[config.mk]
export PLATFORM = sky130hd
export DESIGN_NAME = source_comment_line_counter
export DESIGN_NICKNAME = d
export VERILOG_FILES = /design/src/hdl/sclc_pkg.sv /design/src/hdl/sclc_scanner.sv /design/src/hdl/sclc_counters.sv /design/src/hdl/source_comment_line_counter.sv
export SDC_FILE = /design/constraint.sdc
export NUM_CORES = 1
export LEC_CHECK = 0
export BUFFER_PORTS_ARGS = -buffer_cell sky130_fd_sc_hd__clkbuf_2
export CORE_AREA = 4 4 156 158
export DETAILED_ROUTE_END_ITERATION = 16
export DIE_AREA = 0 0 160 162
export PLACE_DENSITY_LB_ADDON = 0.3
export SLEW_MARGIN = 20
export SYNTH_ARGS = -nofsm -noshare
export SYNTH_HDL_FRONTEND = slang
export SYNTH_SLANG_ARGS = --single-unit
[constraint.sdc]
create_clock -name clk -period 19.2 [get_ports clk]
set_input_delay 0 -clock clk [delete_from_list [all_inputs] [get_ports clk]]
set_output_delay 0 -clock clk [all_outputs]
set_load 0.02 [all_outputs]
[src/hdl/sclc_pkg.sv]
// Shared types, constants and helpers for the source comment line counter.
`default_nettype none
package sclc_pkg;

  localparam int COUNT_WIDTH = 32;
  localparam int OUT_WIDTH   = 32;

  localparam logic [7:0] CH_SLASH = 8'h2F;
  localparam logic [7:0] CH_STAR  = 8'h2A;
  localparam logic [7:0] CH_NL    = 8'h0A;
  localparam logic [7:0] CH_SP    = 8'h20;
  localparam logic [7:0] CH_TAB   = 8'h09;
  localparam logic [7:0] CH_CR    = 8'h0D;

  typedef logic [COUNT_WIDTH-1:0] count_t;

  typedef enum logic [2:0] {
    PH_LINE_START = 3'd0,
    PH_SLASH      = 3'd1,
    PH_LINE_CMT   = 3'd2,
    PH_CODE       = 3'd3,
    PH_BLOCK_CMT  = 3'd4,
    PH_STAR       = 3'd5
  } phase_t;

  typedef struct packed {
    logic [7:0] text_byte;
    logic       end_of_file;
  } in_item_t;

  typedef struct packed {
    logic [OUT_WIDTH-1:0] lines_total;
    logic [OUT_WIDTH-1:0] lines_code;
    logic [OUT_WIDTH-1:0] lines_comment;
    logic [OUT_WIDTH-1:0] bytes_total;
  } out_item_t;

  // Line events raised by the scanner for one byte.
  typedef struct packed {
    logic line_any;
    logic line_code;
    logic line_comment;
  } line_ev_t;

  typedef struct packed {
    count_t total;
    count_t code;
    count_t comment;
    count_t bytes;
  } counts_t;

  // Saturating increment.
  function automatic count_t sat_inc(input count_t v, input logic en);
    count_t r;
    r = v;
    if (en && (v != {COUNT_WIDTH{1'b1}})) begin
      r = v + count_t'(1);
    end
    return r;
  endfunction

endpackage
`default_nettype wire

[src/hdl/sclc_scanner.sv]
// Six-phase byte scanner: classifies each newline as blank, code or comment.
`default_nettype none
module sclc_scanner (
  input  wire logic                clk,
  input  wire logic                rst_n,
  input  wire logic                step,
  input  wire logic [7:0]          text_byte,
  input  wire logic                end_of_file,
  output sclc_pkg::line_ev_t       ev
);

  sclc_pkg::phase_t phase_r;
  sclc_pkg::phase_t phase_nxt;
  sclc_pkg::phase_t scan_nxt;

  logic is_nl;
  logic is_blank;

  assign is_nl    = (text_byte == sclc_pkg::CH_NL);
  assign is_blank = (text_byte == sclc_pkg::CH_SP) || (text_byte == sclc_pkg::CH_TAB) ||
                    (text_byte == sclc_pkg::CH_CR);

  // Next phase
  always_comb begin
    scan_nxt = phase_r;
    unique case (phase_r)
      sclc_pkg::PH_SLASH: begin
        if (text_byte == sclc_pkg::CH_SLASH)     scan_nxt = sclc_pkg::PH_LINE_CMT;
        else if (text_byte == sclc_pkg::CH_STAR) scan_nxt = sclc_pkg::PH_BLOCK_CMT;
        else if (is_nl)                          scan_nxt = sclc_pkg::PH_LINE_START;
        else                                     scan_nxt = sclc_pkg::PH_CODE;
      end
      sclc_pkg::PH_LINE_CMT, sclc_pkg::PH_CODE: begin
        if (is_nl) scan_nxt = sclc_pkg::PH_LINE_START;
      end
      sclc_pkg::PH_BLOCK_CMT: begin
        if (text_byte == sclc_pkg::CH_STAR) scan_nxt = sclc_pkg::PH_STAR;
      end
      sclc_pkg::PH_STAR: begin
        if (text_byte == sclc_pkg::CH_SLASH)     scan_nxt = sclc_pkg::PH_LINE_START;
        else if (text_byte != sclc_pkg::CH_STAR) scan_nxt = sclc_pkg::PH_BLOCK_CMT;
      end
      default: begin
        // line start; unused codes behave the same
        if (text_byte == sclc_pkg::CH_SLASH) scan_nxt = sclc_pkg::PH_SLASH;
        else if (is_nl || is_blank)          scan_nxt = sclc_pkg::PH_LINE_START;
        else                                 scan_nxt = sclc_pkg::PH_CODE;
      end
    endcase
    phase_nxt = end_of_file ? sclc_pkg::PH_LINE_START : scan_nxt;
  end

  // Line events
  always_comb begin
    ev = '0;
    if (step && is_nl) begin
      ev.line_any = 1'b1;
      unique case (phase_r)
        sclc_pkg::PH_SLASH, sclc_pkg::PH_CODE: ev.line_code = 1'b1;
        sclc_pkg::PH_LINE_CMT, sclc_pkg::PH_BLOCK_CMT,
        sclc_pkg::PH_STAR:                     ev.line_comment = 1'b1;
        default:                               ev.line_code = 1'b0;
      endcase
    end
  end

  always_ff @(posedge clk) begin
    if (!rst_n) begin
      phase_r <= sclc_pkg::PH_LINE_START;
    end else if (step) begin
      phase_r <= phase_nxt;
    end
  end

endmodule
`default_nettype wire

[src/hdl/sclc_counters.sv]
// Saturating running totals of lines and bytes.
`default_nettype none
module sclc_counters (
  input  wire logic                clk,
  input  wire logic                rst_n,
  input  wire logic                step,
  input  wire sclc_pkg::line_ev_t  ev,
  output sclc_pkg::counts_t        cnt_nxt
);

  sclc_pkg::counts_t cnt_r;

  always_comb begin
    cnt_nxt.total   = sclc_pkg::sat_inc(cnt_r.total, ev.line_any);
    cnt_nxt.code    = sclc_pkg::sat_inc(cnt_r.code, ev.line_code);
    cnt_nxt.comment = sclc_pkg::sat_inc(cnt_r.comment, ev.line_comment);
    cnt_nxt.bytes   = sclc_pkg::sat_inc(cnt_r.bytes, step);
  end

  always_ff @(posedge clk) begin
    if (!rst_n) begin
      cnt_r <= '0;
    end else if (step) begin
      cnt_r <= cnt_nxt;
    end
  end

endmodule
`default_nettype wire

[src/hdl/source_comment_line_counter.sv]
// Top level of the source comment line counter.
//
//   Channel  Direction  Handshake          Payload
//   in_      input      in_valid/in_stall  sclc_pkg::in_item_t (text_byte, end_of_file)
//   out_     output     out_valid/out_stall sclc_pkg::out_item_t (four totals)
//
// One byte per cycle sustained while no held result stalls an end_of_file byte; the
// flagged byte's totals pass from the input register into the result register.
// Path: input register -> scanner phase update and saturating counter increments
// -> result register. Only a byte flagged end_of_file produces an item.
// A stalled result only holds back a following end_of_file byte; plain bytes keep
// flowing past it into the counters.
// Synchronous active-low reset clears the phase, all totals and both valid flags.
`default_nettype none
module source_comment_line_counter (
  input  wire logic                 clk,
  input  wire logic                 rst_n,
  input  wire logic                 in_valid,
  output logic                      in_stall,
  input  wire sclc_pkg::in_item_t   in_item,
  output logic                      out_valid,
  input  wire logic                 out_stall,
  output sclc_pkg::out_item_t       out_item
);

  // input register
  logic                s1_valid_r;
  sclc_pkg::in_item_t  s1_item_r;

  // result register
  logic                out_valid_r;
  sclc_pkg::out_item_t out_item_r;

  logic                out_free;
  logic                s1_go;
  sclc_pkg::line_ev_t  ev;
  sclc_pkg::counts_t   cnt_nxt;
  sclc_pkg::out_item_t result;

  // A byte in the input register moves on unless it needs the result slot and
  // that slot is still held.
  assign out_free = !out_valid_r || !out_stall;
  assign s1_go    = s1_valid_r && (!s1_item_r.end_of_file || out_free);
  assign in_stall = s1_valid_r && !s1_go;

  sclc_scanner u_scanner (
    .clk         (clk),
    .rst_n       (rst_n),
    .step        (s1_go),
    .text_byte   (s1_item_r.text_byte),
    .end_of_file (s1_item_r.end_of_file),
    .ev          (ev)
  );

  sclc_counters u_counters (
    .clk     (clk),
    .rst_n   (rst_n),
    .step    (s1_go),
    .ev      (ev),
    .cnt_nxt (cnt_nxt)
  );

  // totals include the flagged byte itself
  always_comb begin
    result.lines_total   = sclc_pkg::OUT_WIDTH'(cnt_nxt.total);
    result.lines_code    = sclc_pkg::OUT_WIDTH'(cnt_nxt.code);
    result.lines_comment = sclc_pkg::OUT_WIDTH'(cnt_nxt.comment);
    result.bytes_total   = sclc_pkg::OUT_WIDTH'(cnt_nxt.bytes);
  end

  always_ff @(posedge clk) begin
    if (!rst_n) begin
      s1_valid_r <= 1'b0;
    end else if (!in_stall) begin
      s1_valid_r <= in_valid;
    end
  end

  always_ff @(posedge clk) begin
    if (!in_stall && in_valid) begin
      s1_item_r <= in_item;
    end
  end

  // a new result loads, or a held one stays until taken
  always_ff @(posedge clk) begin
    if (!rst_n) begin
      out_valid_r <= 1'b0;
    end else begin
      out_valid_r <= (s1_go && s1_item_r.end_of_file) || (out_valid_r && out_stall);
    end
  end

  always_ff @(posedge clk) begin
    if (s1_go && s1_item_r.end_of_file) begin
      out_item_r <= result;
    end
  end

  assign out_valid = out_valid_r;
  assign out_item  = out_item_r;

endmodule
`default_nettype wire

**Word level (Yosys, flattened, before mapping)**

Index checks and enable logic that the tools add are counted.

- Equality and inequality tests: 19
- Reductions and logical operators: 25
- Mux-type cells: 18
- Add/sub/neg operators: 4

Operator list:

| kind | count |
|---|---|
| $add A32 B1 Y32 const B | 4 |
| $mux W32 | 4 |
| $ne A32 B32 Y1 const B | 4 |
| $mux W3 | 9 |
| $eq A8 B4 Y1 const B | 3 |
| $eq A8 B6 Y1 const B | 3 |
| $pmux W3 S4 | 1 |
| $logic_and A1 B1 Y1 | 10 |
| $ne A8 B6 Y1 const B | 1 |
| $eq A3 B2 Y1 const B | 2 |
| $eq A3 B3 Y1 const B | 2 |
| $logic_or A1 B1 Y1 | 6 |
| $ne A3 B2 Y1 const B | 2 |
| $logic_not A1 Y1 | 5 |
| $mux W2 | 2 |
| $ne A4 B2 Y1 const B | 1 |
| $reduce_and A4 Y1 | 1 |
| $reduce_or A2 Y1 | 2 |
| $eq A3 B1 Y1 const B | 1 |
| $reduce_or A3 Y1 | 1 |
| $mux W1 | 2 |

- Bits of input ports: 13
- Bits in registers: 270
- Output and inout bits: 130

**Logic depth before layout (Yosys ltp)**

Gate-level depths: netlist of run 1.

- Depth after elaboration: 8
- Gate-level depth with buffers: 8
- Mapped depth without buffers: 6

**Cells and area by module**

Synthesis of run 1 repeated with hierarchy kept, for this count alone.

- Cells, all modules: 1296
- Area, all modules: 13091.3 sq um

By module, submodules not included:

| module | cells an instance | instances | sequential area each (sq um) | area an instance (sq um) |
|---|---|---|---|---|
| sclc_counters | 1084 | 1 | 2562.5 | 8451.9 |
| source_comment_line_counter | 148 | 1 | 4154.0 | 4209.0 |
| sclc_scanner | 64 | 1 | 60.1 | 430.4 |

**Worst setup path after synthesis of run 1**

No wires, ideal clock.

- Path kind: reg-to-reg
- Start point: register s1_item_r[0] (netlist bit)
- End point: register u_scanner.phase_r[2]
- Stages on the path, launching flop included: 6
- Setup slack: 11.507 ns
- Setup time: 0.114 ns
- Arrival time: 7.578 ns
- Cells stage by stage: edfxtp_1 > nand2_1 > a21oi_1 > a211o_1 > nand2_1 > a2111oi_0

- Longest elaborated chain between the ends: 4

Ends and longest elaborated chain:

| item | line | source |
|---|---|---|
| start: declaration | source_comment_line_counter.sv:28 | `sclc_pkg::in_item_t s1_item_r;` |
| start signal: assignment | source_comment_line_counter.sv:81 | `s1_item_r <= in_item;` |
| $logic_not A1 Y1 | source_comment_line_counter.sv:43 | `assign s1_go = s1_valid_r && (!s1_item_r.end_of_file \|\| out_free);` |
| $logic_or A1 B1 Y1 | source_comment_line_counter.sv:43 |  |
| $logic_and A1 B1 Y1 | source_comment_line_counter.sv:43 |  |
| $reduce_and A4 Y1 (no line) | - |  |
| end signal: assignment | sclc_scanner.sv:69 | `phase_r <= sclc_pkg::PH_LINE_START;` |
| end signal: assignment | sclc_scanner.sv:71 | `phase_r <= phase_nxt;` |
| end: declaration | sclc_scanner.sv:12 | `sclc_pkg::phase_t phase_r;` |

Parallel ways exist; a longest one is shown, timed or not.
A chain may end at the register's enable or synchronous reset.

==> impl_results.md, run 1 <==
- Layout area overhead: 16.2%
- Reg2reg start: s1_item_r[1]$_DFFE_PP_
- Final min period: 3.22 ns
- Crit path max fanout: 16
- CTS H-tree lvls: 1
- Post-synthesis sequential area ratio: 54.5%
- Skew final: 0.00843 ns
- Synth area leader: edfxtp_1
- Post-synth EDFFs: 137
- # setup viols final: 0
- Clock Latency Late Sink: 0.52 ns
- Core Area: 0.0231 mm²
- WL met2: 12000 µm
- GRT Residual Overflow: 0
- Max Transition Viols Final: 0
- Largest cells by area after synthesis: edfxtp_1 33%, dfxtp_1 21%, mux2i_1 6.8%, xor2_1 5.3%, nand2_1 5.1%
- Clock tree from TritonCTS: done
- Router iterations before antenna repair: 5
- DR WL/cell: 15.8 µm
- Final net count: 1324
- Mean number of vias per cell: 5.66
- Primary FF master, synth: edfxtp_1
- DR vias: 9151
- Largest net degree at the start of global routing: 98
- Max layer used: met4
- Total CTS buffers: 27
- Max Clk Rate: 0.310 GHz
- Total power: 0.00120 W
- Post-Route M1 WL: 11500 µm
- Initial antenna violation count: 0
- Syn Nets: 1185
- Crit end category: flop
- Worst hold path class: in -> reg
- Die H: 162 µm
- Die span in x: 160 µm
- Startpoint Class: flop
- Postcts setup bufs: 0
- Global-route usage over all layers: 18.9%
- Seq cells post-synth: 270
- Post-synthesis cell type count: 60
- Worst EP arrival: 3.49 ns
- Met3 WL: 1560 µm
- Site Rows: 56
- Initial Util: 53.8%
- Mapped Cells: 1168
- Syn_area_per_cell: 10.6 µm²
- IO Pins: 143
- First-pass GRT wire length: 41500 µm
- VDD IR max: 0.0671 mV
- Tcrit/Tclk final: 16.8%
- Asr flop ratio synth: 0%
- Hold Startpoint: rst_n
- Slew at the pin closest to its max-slew limit: 0.989 ns
- Drt total wl: 25500 µm
- # DRC: 0
- RSZ-0062 raised after global routing: false
- Layout cells sized above 1: 15.9%
- DIE AREA: 0.0259 mm²
- Worst Setup SP: s1_item_r[1]$_DFFE_PP_
- Final Cell Area: 0.0144 mm²
- IO Port Bufs: 142
- Critical Setup Path Class: reg -> reg
- Detail Placement HPWL: 17000 µm
- Clock Path Buffers: 3
- CTS Sinks: 270
- Vias in the first global route: 8535
- Clock slew at reported path FFs: 0.06 ns
- Data required time of the worst path: 19.47 ns
- Dpl cell area: 0.0134 mm²
- YS warnings: 0
- Setup TNS: 0 ns
- Antenna viol nets, final: 0
- Top-area cell type share of the netlist area: 33.1%
- Root Driver: clkbuf_16
- Max-Cap Viols: 0
- Leak: 5.93 nW
- Status: completed
- GPL Wtd Cong: 0.809
- Pwr per Cell Area: 83.2 mW/mm²
- Hold WS: 0.129 ns
- Antenna diode count: 0
- 1st-iter DRT viols: 544
- Worst slew margin: 34.1%
- Fin. Hold Viols: 0
- Post-Syn Area: 0.0124 mm²
sequential cells by signal (all words and copies together), names as in the netlist:
| register | flops |
|---|---|
| out_valid | 1 |
| s1_valid_r | 1 |
| out_item | 128 |
| u_counters.cnt_r | 128 |
| s1_item_r | 9 |
| u_scanner.phase_r | 3 |
power by group:
group	leakage, nW	switching (W)	internal [W]
sequential	2.53	0.00000299	0.000608
clock	0.464	0.000213	0.000344
combinational	2.94	0.0000234	0.0000101
total	5.93	0.000240	0.000963
cells in the final DEF, fill, tap and decap left out, drive strengths merged, types with 6 or more instances in the layout:
cell type / instances
nor3: 43
o21ai: 18
and4: 18
nand2: 169
or4: 8
inv: 8
nor3b: 6
nand4: 40
clkinv: 6
or3: 20
dfxtp: 133
edfxtp: 137
nor2: 21
nor4b: 8
clkbuf: 179
buf: 7
xnor2: 18
nor4: 21
nand2b: 83
a21oi: 31
o31ai: 6
or2: 6
dlygate4sd3: 12
xor2: 75
and3: 27
mux2i: 85
nand3: 53
and2: 23
cells in the mapped netlist (5+ instances only):
library cell and number:
nor2_1 21, nand2b_1 83, o21ai_0 18, nor3_1 43, xnor2_1 18, nor3b_1 5, nor4b_1 8, inv_1 8
a21oi_1 31, and4_1 18, or3_1 20, nor4_1 17, and2_1 23, edfxtp_1 137, nand4_1 40, nand3_1 53
and3_1 27, nand2_1 169, clkbuf_1 49, dfxtp_1 133, xor2_1 75, a211oi_1 5, or4_1 8, or2_2 6
o31ai_1 6, mux2i_1 85
worst max-delay path, cell delays in order (launching register included):
cell and delay (ns):
edfxtp_1 0.44, and4bb_1 0.37, nor3b_2 0.61, nand3_1 0.65
nor2_1 0.51, mux2_2 0.39
layout make-up:
class / count / area, µm²
timing repair buffer: 160 / 878
fill: 1872 / 8680
inverter: 9 / 33.8
tap: 290 / 363
sequential: 270 / 6780
clock inverter: 11 / 181
multi-input combinational: 839 / 5450
clock buffer: 38 / 767
what timing repair did:
item,CTS,global route
resized for setup,0,0
hold buffers,12,0
hold endpoints to repair,11,0
final timing paths:
kind | to | slack (ns) | cells past startpoint
setup / recovery | out_item[33]$_DFFE_PP_ | 15.98 | 5
hold / removal | u_counters.cnt_r[1]$_SDFFE_PN0N_ | 0.13 | 3
setup reg to reg | out_item[33]$_DFFE_PP_ | 15.98 | 5
hold reg to reg | u_counters.cnt_r[127]$_SDFFE_PN0N_ | 0.46 | 2
per-stage QoR:
stage | utilization [%] | cells | setup slack [ns]
2_1_floorplan | - | 1168 | 11.51
3_5_place_dp | 57.9 | 1556 | 15.97
4_1_cts | 62.5 | 1617 | 15.97
6_report | 62.5 | 1617 | 15.98
3_3_place_gp | 57.8 | 1556 | 15.91
5_1_grt | 62.5 | 1617 | 15.66
cell families (layout without fill, tap and decap cells):
group	Yosys count	in the layout	synth area share (%)
fa+ha+maj	4	4	0.403
simple gates	559	559	24.5
mux	89	89	7.21
flops	270	270	54.5
buf+inv	59	218	1.79
compound gates	94	94	4.99
xor+xnor	93	93	6.55
layer usage:
metal / global-route usage, % / up-vias
li1: - / 4549
met1: 25.9 / 4352
met2: 31.4 / 217
met3: 3.83 / 33
met4: 4.58 / 0
met5: 0 / -
No activity file was read; power rests on OpenSTA's default activity.
==> run 2: changes to the inputs <==
--- a/config.mk
+++ b/config.mk
@@ -5,10 +5,11 @@
 export SDC_FILE = /design/constraint.sdc
 export NUM_CORES = 1
 export LEC_CHECK = 0
+export ABC_AREA = 1
 export BUFFER_PORTS_ARGS = -buffer_cell sky130_fd_sc_hd__clkbuf_2
-export CORE_AREA = 4 4 156 158
+export CORE_AREA = 4 4 164 166
 export DETAILED_ROUTE_END_ITERATION = 16
-export DIE_AREA = 0 0 160 162
+export DIE_AREA = 0 0 168 170
 export PLACE_DENSITY_LB_ADDON = 0.3
 export SLEW_MARGIN = 20
 export SYNTH_ARGS = -nofsm -noshare
==> constraint.sdc (replaced) <==
create_clock -name clk -period 2.7 [get_ports clk]
set_input_delay 0 -clock clk [delete_from_list [all_inputs] [get_ports clk]]
set_output_delay 0 -clock clk [all_outputs]
set_load 0.02 [all_outputs]
==> run 2 against run 1 <==
Compared with the run above:
- clock-buffer cell count shrank 5
- sequential cell count unchanged
- sequential share of layout area down 2.8 points
- global-route usage is 2.6 points higher
- critical path depth is 5 higher
- clock skew increased by 0.0023 ns
- clock power grew to 7.0 times the previous value
- maximum frequency increased by 34%
- critical path type unchanged
- critical endpoint is now out_item[47]$_DFFE_PP_
- highest routed layer unchanged
==> impl_results.md, run 2 <==
- Final std cells w/o fill: 2237 (+38%)
- GRT Residual Overflow: 0 (unchanged)
- CTS Sinks: 270 (unchanged)
- Total power: 0.00845 W (+600%)
- Crit path max fanout: 30 (+14)
- Drt total wl: 31300 µm (+23%)
- Core Area: 0.0256 mm² (+11%)
- 1st-iter DRT viols: 754 (+39%)
- Top cells by count, synth: 779 x nand2_1, 229 x nor2_1, 137 x edfxtp_1
- Syn_area_per_cell: 7.68 µm² (-28%)
- Synth area leader: edfxtp_1
- Clock Latency Late Sink: 0.54 ns (+0.02 ns)
- # DRC: 0 (unchanged)
- Worst reg-to-reg setup slack: 0.29 ns (-15.69 ns)
- Max-Cap Viols: 0 (unchanged)
- Syn Nets: 1740 (+47%)
- IO Pins: 143 (unchanged)
- CTS H-tree lvls: 1 (unchanged)
- Total CTS buffers: 27 (unchanged)
- Vias in the first global route: 10789 (+26%)
- DR WL/cell: 14.0 µm (-11%)
- Primary FF master, synth: edfxtp_1
- Worst hold path class: in -> reg
- Worst EP arrival: 2.70 ns (-0.79 ns)
- Synthesized-area fraction occupied by adder cells: 0.378% (-0.025 points)
- Clock slew at reported path FFs: 0.06 ns (about the same)
- Antenna diode count: 0 (unchanged)
- Startpoint Class: flop
- Mean number of vias per cell: 5.10 (-9.8%)
- Clock Path Buffers: 3 (unchanged)
- Post-synthesis cell type count: 30 (-50%)
- Post-Syn Area: 0.0132 mm² (+6.5%)
- Mapped Cells: 1723 (+48%)
- Initial Util: 51.7% (-2.1 points)
- Final Cell Area: 0.0154 mm² (+6.3%)
- Detail Placement HPWL: 22700 µm (+33%)
- GPL Wtd Cong: 0.958 (+18%)
- Pwr per Cell Area: 551 mW/mm² (+560%)
- DR vias: 11413 (+25%)
- Crit end category: flop
- Worst slew margin: 52.3% (+18 points)
- Seq cells post-synth: 270 (unchanged)
- Max Transition Viols Final: 0 (unchanged)
- Max Clk Rate: 0.414 GHz (+34%)
- RSZ-0062 raised after global routing: false
- Commonest cells after routing, fill and taps aside: 778 x nand2_1, 229 x nor2_1, 142 x clkbuf_2
- Asr flop ratio synth: 0% (unchanged)
- Router iterations before antenna repair: 5 (unchanged)
- Data required time of the worst path: 2.98 ns (-16.49 ns)
- YS warnings: 0 (unchanged)
- Root Driver: clkbuf_16
- Post-synthesis sequential area ratio: 51.2% (-3.3 points)
- Status: completed
- Die span in x: 168 µm (+5.0%)
- # setup viols final: 0 (unchanged)
- Site Rows: 59 (+5.4%)
- Initial antenna violation count: 0 (unchanged)
- First-pass GRT wire length: 51800 µm (+25%)
- Skew final: 0.0108 ns (+0.00234 ns)
- VDD IR max: 0.575 mV (+760%)
- Largest cells by area after synthesis: edfxtp_1 31%, nand2_1 22%, dfxtp_1 20%, nor2_1 6.5%, a21oi_1 4.1%
- Leak: 6.67 nW (+12%)
- IO Port Bufs: 142 (unchanged)
- Tcrit/Tclk final: 89.4% (+73 points)
- Critical Setup Path Class: reg -> reg
- Clock tree from TritonCTS: done
- Layout cells sized above 1: 13.0% (-2.9 points)
- Antenna viol nets, final: 0 (unchanged)
- Final min period: 2.41 ns (-0.810 ns)
- Placed cell count: 2172 (+40%)
- Simple-gate share of the synthesized area: 35.2% (+11 points)
- Largest net degree at the start of global routing: 67 (-32%)
- Global-route usage over all layers: 21.5% (+2.6 points)
- Post-synth EDFFs: 137 (unchanged)
- Slew at the pin closest to its max-slew limit: 0.715 ns (-0.274 ns)
- Combinational family with the most area after synthesis: simple AND/OR/NAND/NOR gates
- Compound-gate portion of the synthesized area: 5.18% (+0.19 points)
- Synth Area in XOR/XNOR: 3.90% (-2.7 points)
- Util after Layout: 59.9% (-2.5 points)
- Final setup margin: 0.286 ns (-15.69 ns)
- Die H: 170 µm (+4.9%)
- Final net count: 1899 (+43%)
- Dpl cell area: 0.0143 mm² (+6.8%)
- Most common cell in the netlist: nand2_1
- Top-area cell type share of the netlist area: 31.1% (-2.0 points)
- Layout area overhead: 16.0%
- Cts repair resizes: 0 (unchanged)
- Fin. Hold Viols: 0 (unchanged)
- DIE AREA: 0.0286 mm² (+10%)
- Most common cell after layout, fill and taps aside: nand2_1
- Post-Place Worst Slack: 0.316 ns (-15.65 ns)
- Mux contribution to synthesized area: 0% (-7.2 points)
## run 2: cell count changes in the layout (fill, tap and decap cells not counted), sizes merged, moves of 38 or more
cell,change
a21oi,+87
nor2,+220
nand2,+625
mux2i,-85
nand3b,+51
nand2b,-83
inv,+78
xor2,-38
## run 2: layout make-up
class	instances	area, µm²
timing repair buffer	167	993
clock buffer	33	728
sequential	270	6780
clock inverter	16	188
multi-input combinational	1329	5920
tap	335	419
fill	2311	10300
inverter	87	333
## run 2: kinds of logic after synthesis
logic type	after synthesis
AO/OA/AOI/OAI	128
AND/OR/NAND/NOR	1138
adder cells (fa/ha/maj)	4
buffers and inverters	124
XOR/XNOR	59
flip-flops	270
## run 2: through the flow
| step | hold slack (ns) | setup TNS (ns) |
|---|---|---|
| CTS | 0.00465 | 0 |
| global route | 0.0759 | 0 |
| floorplan | 0.0989 | -36.58 |
| global placement | 0.178 | 0 |
| detailed placement | 0.179 | 0 |
| finish | 0.0295 | 0 |
## run 2: routing by layer
metal / part of all wire [%] / up-vias / GRT usage [%] / wire length [µm]
met5: 0 / - / 0 / 0
met4: 2.8 / 0 / 6.42 / 888
met3: 4.3 / 57 / 2.67 / 1340
met2: 47 / 243 / 36.5 / 14500
met1: 46 / 5262 / 29.2 / 14500
li1: - / 5851 / - / -
## run 2: critical path: stages (launching register included)
cell,delay [ns]
dfxtp_1,0.45
ha_1,0.32
nand3_1,0.20
inv_2,0.13
nand2_2,0.12
nor2_2,0.16
nand2_1,0.13
nand2_2,0.15
inv_2,0.23
nand2_1,0.18
nand2_1,0.08
## run 2: worst paths after layout
kind,endpoint,cells after the start,startpoint
setup / recovery,out_item[47]$_DFFE_PP_,10,u_counters.cnt_r[32]$_SDFFE_PN0N_
hold / removal,u_counters.cnt_r[16]$_SDFFE_PN0N_,6,out_stall
setup reg to reg,out_item[47]$_DFFE_PP_,10,u_counters.cnt_r[32]$_SDFFE_PN0N_
hold reg to reg,u_counters.cnt_r[65]$_SDFFE_PN0N_,2,u_counters.cnt_r[65]$_SDFFE_PN0N_
## run 2: what timing repair did
| action | CTS | global route |
|---|---|---|
| endpoints found under the hold margin | 22 | 0 |
| hold buffers | 13 | 0 |
| setup endpoints to repair | 0 | 1 |
| buffers inserted | 0 | 3 |
## run 2: where the power goes
part	internal, W	switching, W	leakage [nW]	total (W)
logic	0.0000680	0.000160	3.67	0.000228
registers	0.00432	0.0000191	2.56	0.00434
clock network	0.00229	0.00159	0.442	0.00389
total	0.00668	0.00177	6.67	0.00845
